$ cat src/rtl/tecq_pkg.sv
// ----------------------------------------------------------------------------
// tecq_pkg
// Shared types and constants of the touch event queue with move coalescing.
// ----------------------------------------------------------------------------
package tecq_pkg;

  localparam int QUEUE_DEPTH = 16;
  localparam int COORD_BITS  = 12;
  localparam int IDX_W       = $clog2(QUEUE_DEPTH);
  localparam int CNT_W       = $clog2(QUEUE_DEPTH + 1);

  typedef enum logic [1:0] {
    CMD_SAMPLE = 2'd0,
    CMD_POLL   = 2'd1,
    CMD_CLEAR  = 2'd2,
    CMD_NOP    = 2'd3
  } tecq_cmd_e;

  typedef enum logic [1:0] {
    KIND_DOWN = 2'd0,
    KIND_MOVE = 2'd1,
    KIND_UP   = 2'd2
  } tecq_kind_e;

  typedef enum logic [1:0] {
    STATUS_OK       = 2'd0,
    STATUS_EMPTY    = 2'd1,
    STATUS_DISABLED = 2'd2
  } tecq_status_e;

  typedef struct packed {
    logic [1:0]            kind;
    logic [COORD_BITS-1:0] x;
    logic [COORD_BITS-1:0] y;
  } tecq_entry_t;

  typedef struct packed {
    logic             shift;
    logic             load;
    logic             coal;
    logic [IDX_W-1:0] slot;
  } tecq_cell_ctl_t;

endpackage

$ cat src/rtl/tecq_cell.sv
// ----------------------------------------------------------------------------
// tecq_cell
// One queue slot: holds an event, takes its right neighbor on a shift, loads
// a new event or coalesces move coordinates when addressed.
// ----------------------------------------------------------------------------
module tecq_cell import tecq_pkg::*; (
  input  logic             clk_i,
  input  logic [IDX_W-1:0] idx_i,
  input  logic [IDX_W-1:0] tail_i,
  input  tecq_cell_ctl_t   ctl_i,
  input  tecq_entry_t      new_i,
  input  tecq_entry_t      right_i,
  output tecq_entry_t      data_o,
  output logic             tail_move_o
);

  tecq_entry_t data_q, data_d;
  logic        hit;

  assign hit         = (ctl_i.slot == idx_i);
  assign data_o      = data_q;
  assign tail_move_o = (tail_i == idx_i) && (data_q.kind == KIND_MOVE);

  always_comb begin
    data_d = data_q;
    if (ctl_i.load && hit) begin
      data_d = new_i;
    end else if (ctl_i.coal && hit) begin
      data_d.x = new_i.x;
      data_d.y = new_i.y;
    end else if (ctl_i.shift) begin
      data_d = right_i;
    end
  end

  always_ff @(posedge clk_i) begin
    data_q <= data_d;
  end

endmodule

$ cat src/rtl/touch_event_queue_coalescing.sv
// ----------------------------------------------------------------------------
// touch_event_queue_coalescing
// Classifies pointer samples into down, move and up events and queues them
// in a shifting row of cells, merging consecutive moves.
// ----------------------------------------------------------------------------
//  channel   direction  handshake              payload
//  in        input      in_valid_i/in_ready_o   command, sample x/y/pressed
//  out       output     out_valid_o/out_ready_i status, event, pointer, queued
//  cfg       input      cfg_we_i                touch_enabled
//
//  One transaction per cycle while results are taken; its result appears the cycle after acceptance.
//  The queue cells update in that same cycle: pops and full-queue pushes
//  that do not coalesce shift the whole row toward the head cell in one step.
//  Reset clears the pointer, the fill count, the enable and the output valid.
//  A stalled result holds the input off until it is taken or taken same cycle.
module touch_event_queue_coalescing import tecq_pkg::*; (
  input  logic                  clk_i,
  input  logic                  rst_ni,
  input  logic                  cfg_we_i,
  input  logic                  cfg_wdata_i,
  input  logic                  in_valid_i,
  output logic                  in_ready_o,
  input  logic [1:0]            command_i,
  input  logic [COORD_BITS-1:0] sample_x_i,
  input  logic [COORD_BITS-1:0] sample_y_i,
  input  logic                  sample_pressed_i,
  output logic                  out_valid_o,
  input  logic                  out_ready_i,
  output logic [1:0]            status_o,
  output logic                  event_valid_o,
  output logic [1:0]            event_kind_o,
  output logic [COORD_BITS-1:0] event_x_o,
  output logic [COORD_BITS-1:0] event_y_o,
  output logic [COORD_BITS-1:0] cursor_x_o,
  output logic [COORD_BITS-1:0] cursor_y_o,
  output logic                  pointer_down_o,
  output logic [CNT_W-1:0]      queued_o
);

  logic                  enabled_q;
  logic                  out_valid_q;
  logic [COORD_BITS-1:0] last_x_q, last_x_d;
  logic [COORD_BITS-1:0] last_y_q, last_y_d;
  logic                  last_p_q, last_p_d;
  logic [CNT_W-1:0]      count_q, count_d;
  tecq_status_e          status_q, status_d;
  logic                  ev_valid_q, ev_valid_d;
  tecq_entry_t           ev_q, ev_d;

  logic                  accept;
  tecq_cmd_e             cmd;
  tecq_kind_e            kind;
  tecq_entry_t           new_entry;
  tecq_cell_ctl_t        ctl;
  logic [IDX_W-1:0]      tail_idx;
  tecq_entry_t           cell_data [QUEUE_DEPTH];
  logic [QUEUE_DEPTH-1:0] tail_move;
  logic                  count_zero;
  logic                  count_full;

  assign in_ready_o = !out_valid_q || out_ready_i;
  assign accept     = in_valid_i && in_ready_o;
  assign cmd        = tecq_cmd_e'(command_i);
  assign count_zero = (count_q == '0);
  assign count_full = (count_q == CNT_W'(QUEUE_DEPTH));
  assign tail_idx   = IDX_W'(count_q - CNT_W'(1));

  always_comb begin
    if (!last_p_q && sample_pressed_i) begin
      kind = KIND_DOWN;
    end else if (last_p_q && !sample_pressed_i) begin
      kind = KIND_UP;
    end else begin
      kind = KIND_MOVE;
    end
  end

  assign new_entry.kind = kind;
  assign new_entry.x    = sample_x_i;
  assign new_entry.y    = sample_y_i;

  always_comb begin
    last_x_d   = last_x_q;
    last_y_d   = last_y_q;
    last_p_d   = last_p_q;
    count_d    = count_q;
    status_d   = STATUS_OK;
    ev_valid_d = 1'b0;
    ev_d       = '0;
    ctl.shift  = 1'b0;
    ctl.load   = 1'b0;
    ctl.coal   = 1'b0;
    ctl.slot   = count_q[IDX_W-1:0];
    if (accept) begin
      case (cmd)
        CMD_SAMPLE: begin
          last_x_d = sample_x_i;
          last_y_d = sample_y_i;
          last_p_d = sample_pressed_i;
          if (enabled_q) begin
            if (kind == KIND_MOVE && !count_zero && (|tail_move)) begin
              ctl.coal = 1'b1;
              ctl.slot = tail_idx;
            end else if (count_full) begin
              ctl.shift = 1'b1;
              ctl.load  = 1'b1;
              ctl.slot  = IDX_W'(QUEUE_DEPTH - 1);
            end else begin
              ctl.load = 1'b1;
              count_d  = count_q + CNT_W'(1);
            end
          end
        end
        CMD_POLL: begin
          if (!enabled_q) begin
            status_d = STATUS_DISABLED;
          end else if (count_zero) begin
            status_d = STATUS_EMPTY;
          end else begin
            ev_valid_d = 1'b1;
            ev_d       = cell_data[0];
            ctl.shift  = 1'b1;
            count_d    = count_q - CNT_W'(1);
          end
        end
        CMD_CLEAR: begin
          count_d = '0;
        end
        default: begin
        end
      endcase
    end
  end

  for (genvar i = 0; i < QUEUE_DEPTH; i++) begin : g_cell
    tecq_entry_t right;
    if (i == QUEUE_DEPTH - 1) begin : g_end
      assign right = cell_data[i];
    end else begin : g_mid
      assign right = cell_data[i+1];
    end
    tecq_cell u_cell (
      .clk_i       (clk_i),
      .idx_i       (IDX_W'(i)),
      .tail_i      (tail_idx),
      .ctl_i       (ctl),
      .new_i       (new_entry),
      .right_i     (right),
      .data_o      (cell_data[i]),
      .tail_move_o (tail_move[i])
    );
  end

  always_ff @(posedge clk_i or negedge rst_ni) begin
    if (!rst_ni) begin
      enabled_q   <= 1'b0;
      out_valid_q <= 1'b0;
      last_x_q    <= '0;
      last_y_q    <= '0;
      last_p_q    <= 1'b0;
      count_q     <= '0;
    end else begin
      if (cfg_we_i) begin
        enabled_q <= cfg_wdata_i;
      end
      if (accept) begin
        out_valid_q <= 1'b1;
      end else if (out_ready_i) begin
        out_valid_q <= 1'b0;
      end
      last_x_q <= last_x_d;
      last_y_q <= last_y_d;
      last_p_q <= last_p_d;
      count_q  <= count_d;
    end
  end

  always_ff @(posedge clk_i) begin
    if (accept) begin
      status_q   <= status_d;
      ev_valid_q <= ev_valid_d;
      ev_q       <= ev_d;
    end
  end

  assign out_valid_o    = out_valid_q;
  assign status_o       = status_q;
  assign event_valid_o  = ev_valid_q;
  assign event_kind_o   = ev_q.kind;
  assign event_x_o      = ev_q.x;
  assign event_y_o      = ev_q.y;
  assign cursor_x_o     = last_x_q;
  assign cursor_y_o     = last_y_q;
  assign pointer_down_o = last_p_q;
  assign queued_o       = count_q;

endmodule

$ cat config.mk
export PLATFORM = sky130hd
export DESIGN_NAME = touch_event_queue_coalescing
export DESIGN_NICKNAME = d
export VERILOG_FILES = /design/src/rtl/tecq_pkg.sv /design/src/rtl/tecq_cell.sv /design/src/rtl/touch_event_queue_coalescing.sv
export SDC_FILE = /design/constraint.sdc
export NUM_CORES = 1
export LEC_CHECK = 0
export BUFFER_PORTS_ARGS = -buffer_cell sky130_fd_sc_hd__buf_2
export CAP_MARGIN = 10
export CELL_PAD_IN_SITES_DETAIL_PLACEMENT = 0
export CELL_PAD_IN_SITES_GLOBAL_PLACEMENT = 1
export CORE_ASPECT_RATIO = 1.4
export CORE_MARGIN = 2
export CORE_UTILIZATION = 53
export CTS_CLUSTER_SIZE = 12
export DETAILED_ROUTE_END_ITERATION = 10
export PLACE_DENSITY = 0.78
export SYNTH_ARGS = -nofsm -noshare
export SYNTH_HDL_FRONTEND = slang
export SYNTH_SLANG_ARGS = --single-unit
$ cat constraint.sdc
create_clock -name clk_i -period 4.8 [get_ports clk_i]
set_input_delay 0.24 -clock clk_i [delete_from_list [all_inputs] [get_ports clk_i]]
set_output_delay 0.24 -clock clk_i [all_outputs]
set_load 0.05 [all_outputs]
==> results.yml <==
finish:
  layout_commonest_cell: "edfxtp_1"
  n_antenna_cell: 0
  mostFrequentLayoutCells: "edfxtp_1, mux2_2, buf_2"
  fin_cells: 1908
  nNetsFinal: 1390
  fill_cells: 3004
  drive_gt1_share_pct: 41.8
  utilization_pct: 60.2
  area_growth_pct: 12.5
  multi_input_area_mm2: 0.00636
  seq_area_mm2: 0.0142
clocking:
  ctsLongestPathBuffers: 3
  cts.sinks: 477
  cts_buffers: 48
  htreeDepth: 2
  insertion_delay_ns: 0.56
  path_clk_slew_ns: 0.06
  cts-root-buf: "clkbuf_16"
  cts_tree: "done"
floorplanning:
  die_w_um: 172
  io_pins: 94
  die_y_um: 239
  initial_core_util_pct: 53.5
  dieArea_mm2: 0.0412
  fp.coreArea_mm2: 0.0392
  rows: 86
yosys:
  synth.yosys.warnings: 0
  synth_edf_count: 445
  synth_seq_cells: 477
  yosys.area.top_type: "edfxtp_1"
  synthTopCellsByArea: "edfxtp_1, mux2_2, dfrtp_1"
  async_flop_share_pct: 6.71
  syn_area_mm2: 0.0210
  syn_nets: 1276
  synthCells: 1236
  synthDistinctLibCells: 65
  synth_top_cell_area_share_pct: 63.8
  avgSynthCellArea_um2: 17.0
  yosysSeqAreaShare_pct: 67.6
  synth_top_flop_cell: "edfxtp_1"
critical_path:
  cp.depth: 12
  rrSetupSlack_ns: 0.26
  cp-endpoint: "g_cell[3].u_cell.data_o[17]$_DFFE_PP_"
  worstSetupEndpointType: "flop"
  critPathMaxFanout: 26
  required_ns: 5.02
  cp_top_family: "simple AND/OR/NAND/NOR gates"
  crit_chain: "inv_1 > ha_1 > xnor2_1 > o211ai_1 > a2bb2oi_2 > nand2b_1 > a21boi_0 > o21ai_1 > or4_1 > buf_4 > nand2_1 > buf_4"
  crit_top_cell: "buf_4"
  rr_startpoint: "queued_o[1]$_DFFE_PN0P_"
  critPathLaunch: "queued_o[1]$_DFFE_PN0P_"
  crit_type: "reg -> reg"
  reg2reg_to: "g_cell[3].u_cell.data_o[17]$_DFFE_PP_"
  arrival_ns: 4.76
  cp_slowest_cell: "dfrtp_1"
  cpPeakStageDelay_ns: 0.64
  worstSetupStartpointType: "flop"
  cp_num_buf_inv: 3
  reg2reg_depth: 12
sta:
  final_max_slew_viol_count: 0
  rsz0062_at_grt: "no"
  finalHoldViolCount: 0
  setup_viol: 0
  setup_slack_ns: 0.259
  tns_ns: 0
  worst_slew_pin_slew_ns: 0.792
  max_slew_margin_pct: 47.2
  period_needed_ns: 4.54
  skew_ns: 0.0147
  period_share_pct: 94.6
  fmax_ghz: 0.220
pwr:
  peakVddDrop_mv: 0.296
  cellLeakagePower_nw: 8.23
  power_density_mw_per_mm2: 426
  finalPower_w: 0.0100
routing:
  wl_per_cell_um: 19.9
  drc_errors: 0
  dr.pass1.iters: 5
  drt_iter0_markers: 583
  ant_nets: 0
  wl_mm: 37.9
  num_vias: 10700
  via_per_inst: 5.58
place:
  dp_slack_ns: 0.230
  numPortBuffers: 93
  dp.cells: 1820
  gp_congestion: 0.863
  post-dp-hpwl_mm: 26.8
grt:
  grt_overflow: 0
  antenna_found_initial: 0
  grt_use_total_pct: 18.8
  grt_max_degree: 33
  grt_pass1_vias: 10900
  grt_pass1_wl_mm: 59.8
min_path:
  hp-class: "in -> reg"
  hold_start: "sample_x_i[11]"
status:
  status: "complete, no violations"
flow_run:
  max_cap_viol_count: 0
==> power breakdown <==
part / internal [W] / total (W) / switching (W) / leakage (nW)
Sequential: 0.00473 / 0.00484 / 0.000116 / 4.42
Combinational: 0.000503 / 0.00172 / 0.00122 / 3.12
Clock: 0.00200 / 0.00347 / 0.00147 / 0.690
Total: 0.00723 / 0.0100 / 0.00281 / 8.23
==> flip-flops by register name, indices dropped and copies added, names as in the netlist <==
name,flops
enabled_q,1
event_valid_o,1
event_x_o,12
out_valid_o,1
cursor_x_o,12
event_kind_o,2
event_y_o,12
status_o,2
pointer_down_o,1
g_cell.u_cell.data_o,416
cursor_y_o,12
queued_o,5
==> layout make-up <==
class	instances	share of cell area (%)
sequential	477	60.1
clock buffer	72	5.61
clock inverter	8	0.435
timing repair buffer	151	3.89
tap	528	2.80
inverter	13	0.207
multi-input combinational	659	27.0
==> Yosys cell counts, drive strengths merged (3+ instances only) <==
library cell  instances
a21oi                 9
a31oi                 6
a32oi                11
and2                 34
and3                  4
buf                  40
clkbuf               47
dfrtp                32
edfxtp              445
ha                    7
inv                  12
mux2                415
nand2                41
nand2b               11
nand3                 7
nand3b               11
nand4                 3
nor2                 21
nor2b                 7
nor3                  8
nor4b                 3
o211ai                3
o21ai                19
or3                   3
==> cell families after synthesis <==
logic type               synth area share (%)
AO/OA/AOI/OAI                            2.53
XOR/XNOR                               0.0836
adder cells (fa/ha/maj)                 0.418
buffers and inverters                    2.19
flip-flops                               67.6
multiplexers                             22.7
AND/OR/NAND/NOR                          4.47
==> per-stage QoR <==
stage	hold slack (ns)	cell area, um^2
floorplan	-0.0556	21000
global placement	0.362	22100
detailed placement	0.381	22100
CTS	0.0763	23500
global route	0.105	23600
finish	0.101	23600
==> routing by layer <==
| metal | global-route usage, % | wire (um) |
|---|---|---|
| met1 | 21.8 | 14700 |
| met2 | 35.5 | 20900 |
| met3 | 2.46 | 1350 |
| met4 | 6.09 | 965 |
| met5 | 0 | 0 |
==> worst min-delay path by stage <==
stage | end | slack (ns) | depth (start not counted)
after CTS | g_cell[15].u_cell.data_o[16]$_DFFE_PP_ | 0.08 | 1
final | g_cell[15].u_cell.data_o[23]$_DFFE_PP_ | 0.10 | 1
after detailed placement | cursor_x_o[9]$_DFFE_PN0P_ | 0.38 | 1
after global placement | cursor_x_o[9]$_DFFE_PN0P_ | 0.36 | 1
after floorplan | cursor_x_o[0]$_DFFE_PN0P_ | -0.06 | 0
after global routing | g_cell[15].u_cell.data_o[6]$_DFFE_PP_ | 0.10 | 1
==> repair_timing <==
item	in CTS	in global routing
hold buffers	6	0
hold endpoints to repair	35	0
setup buffers	0	2
gates resized for setup	0	1
setup endpoints to repair	0	26
(Power assumes the default switching activity.)
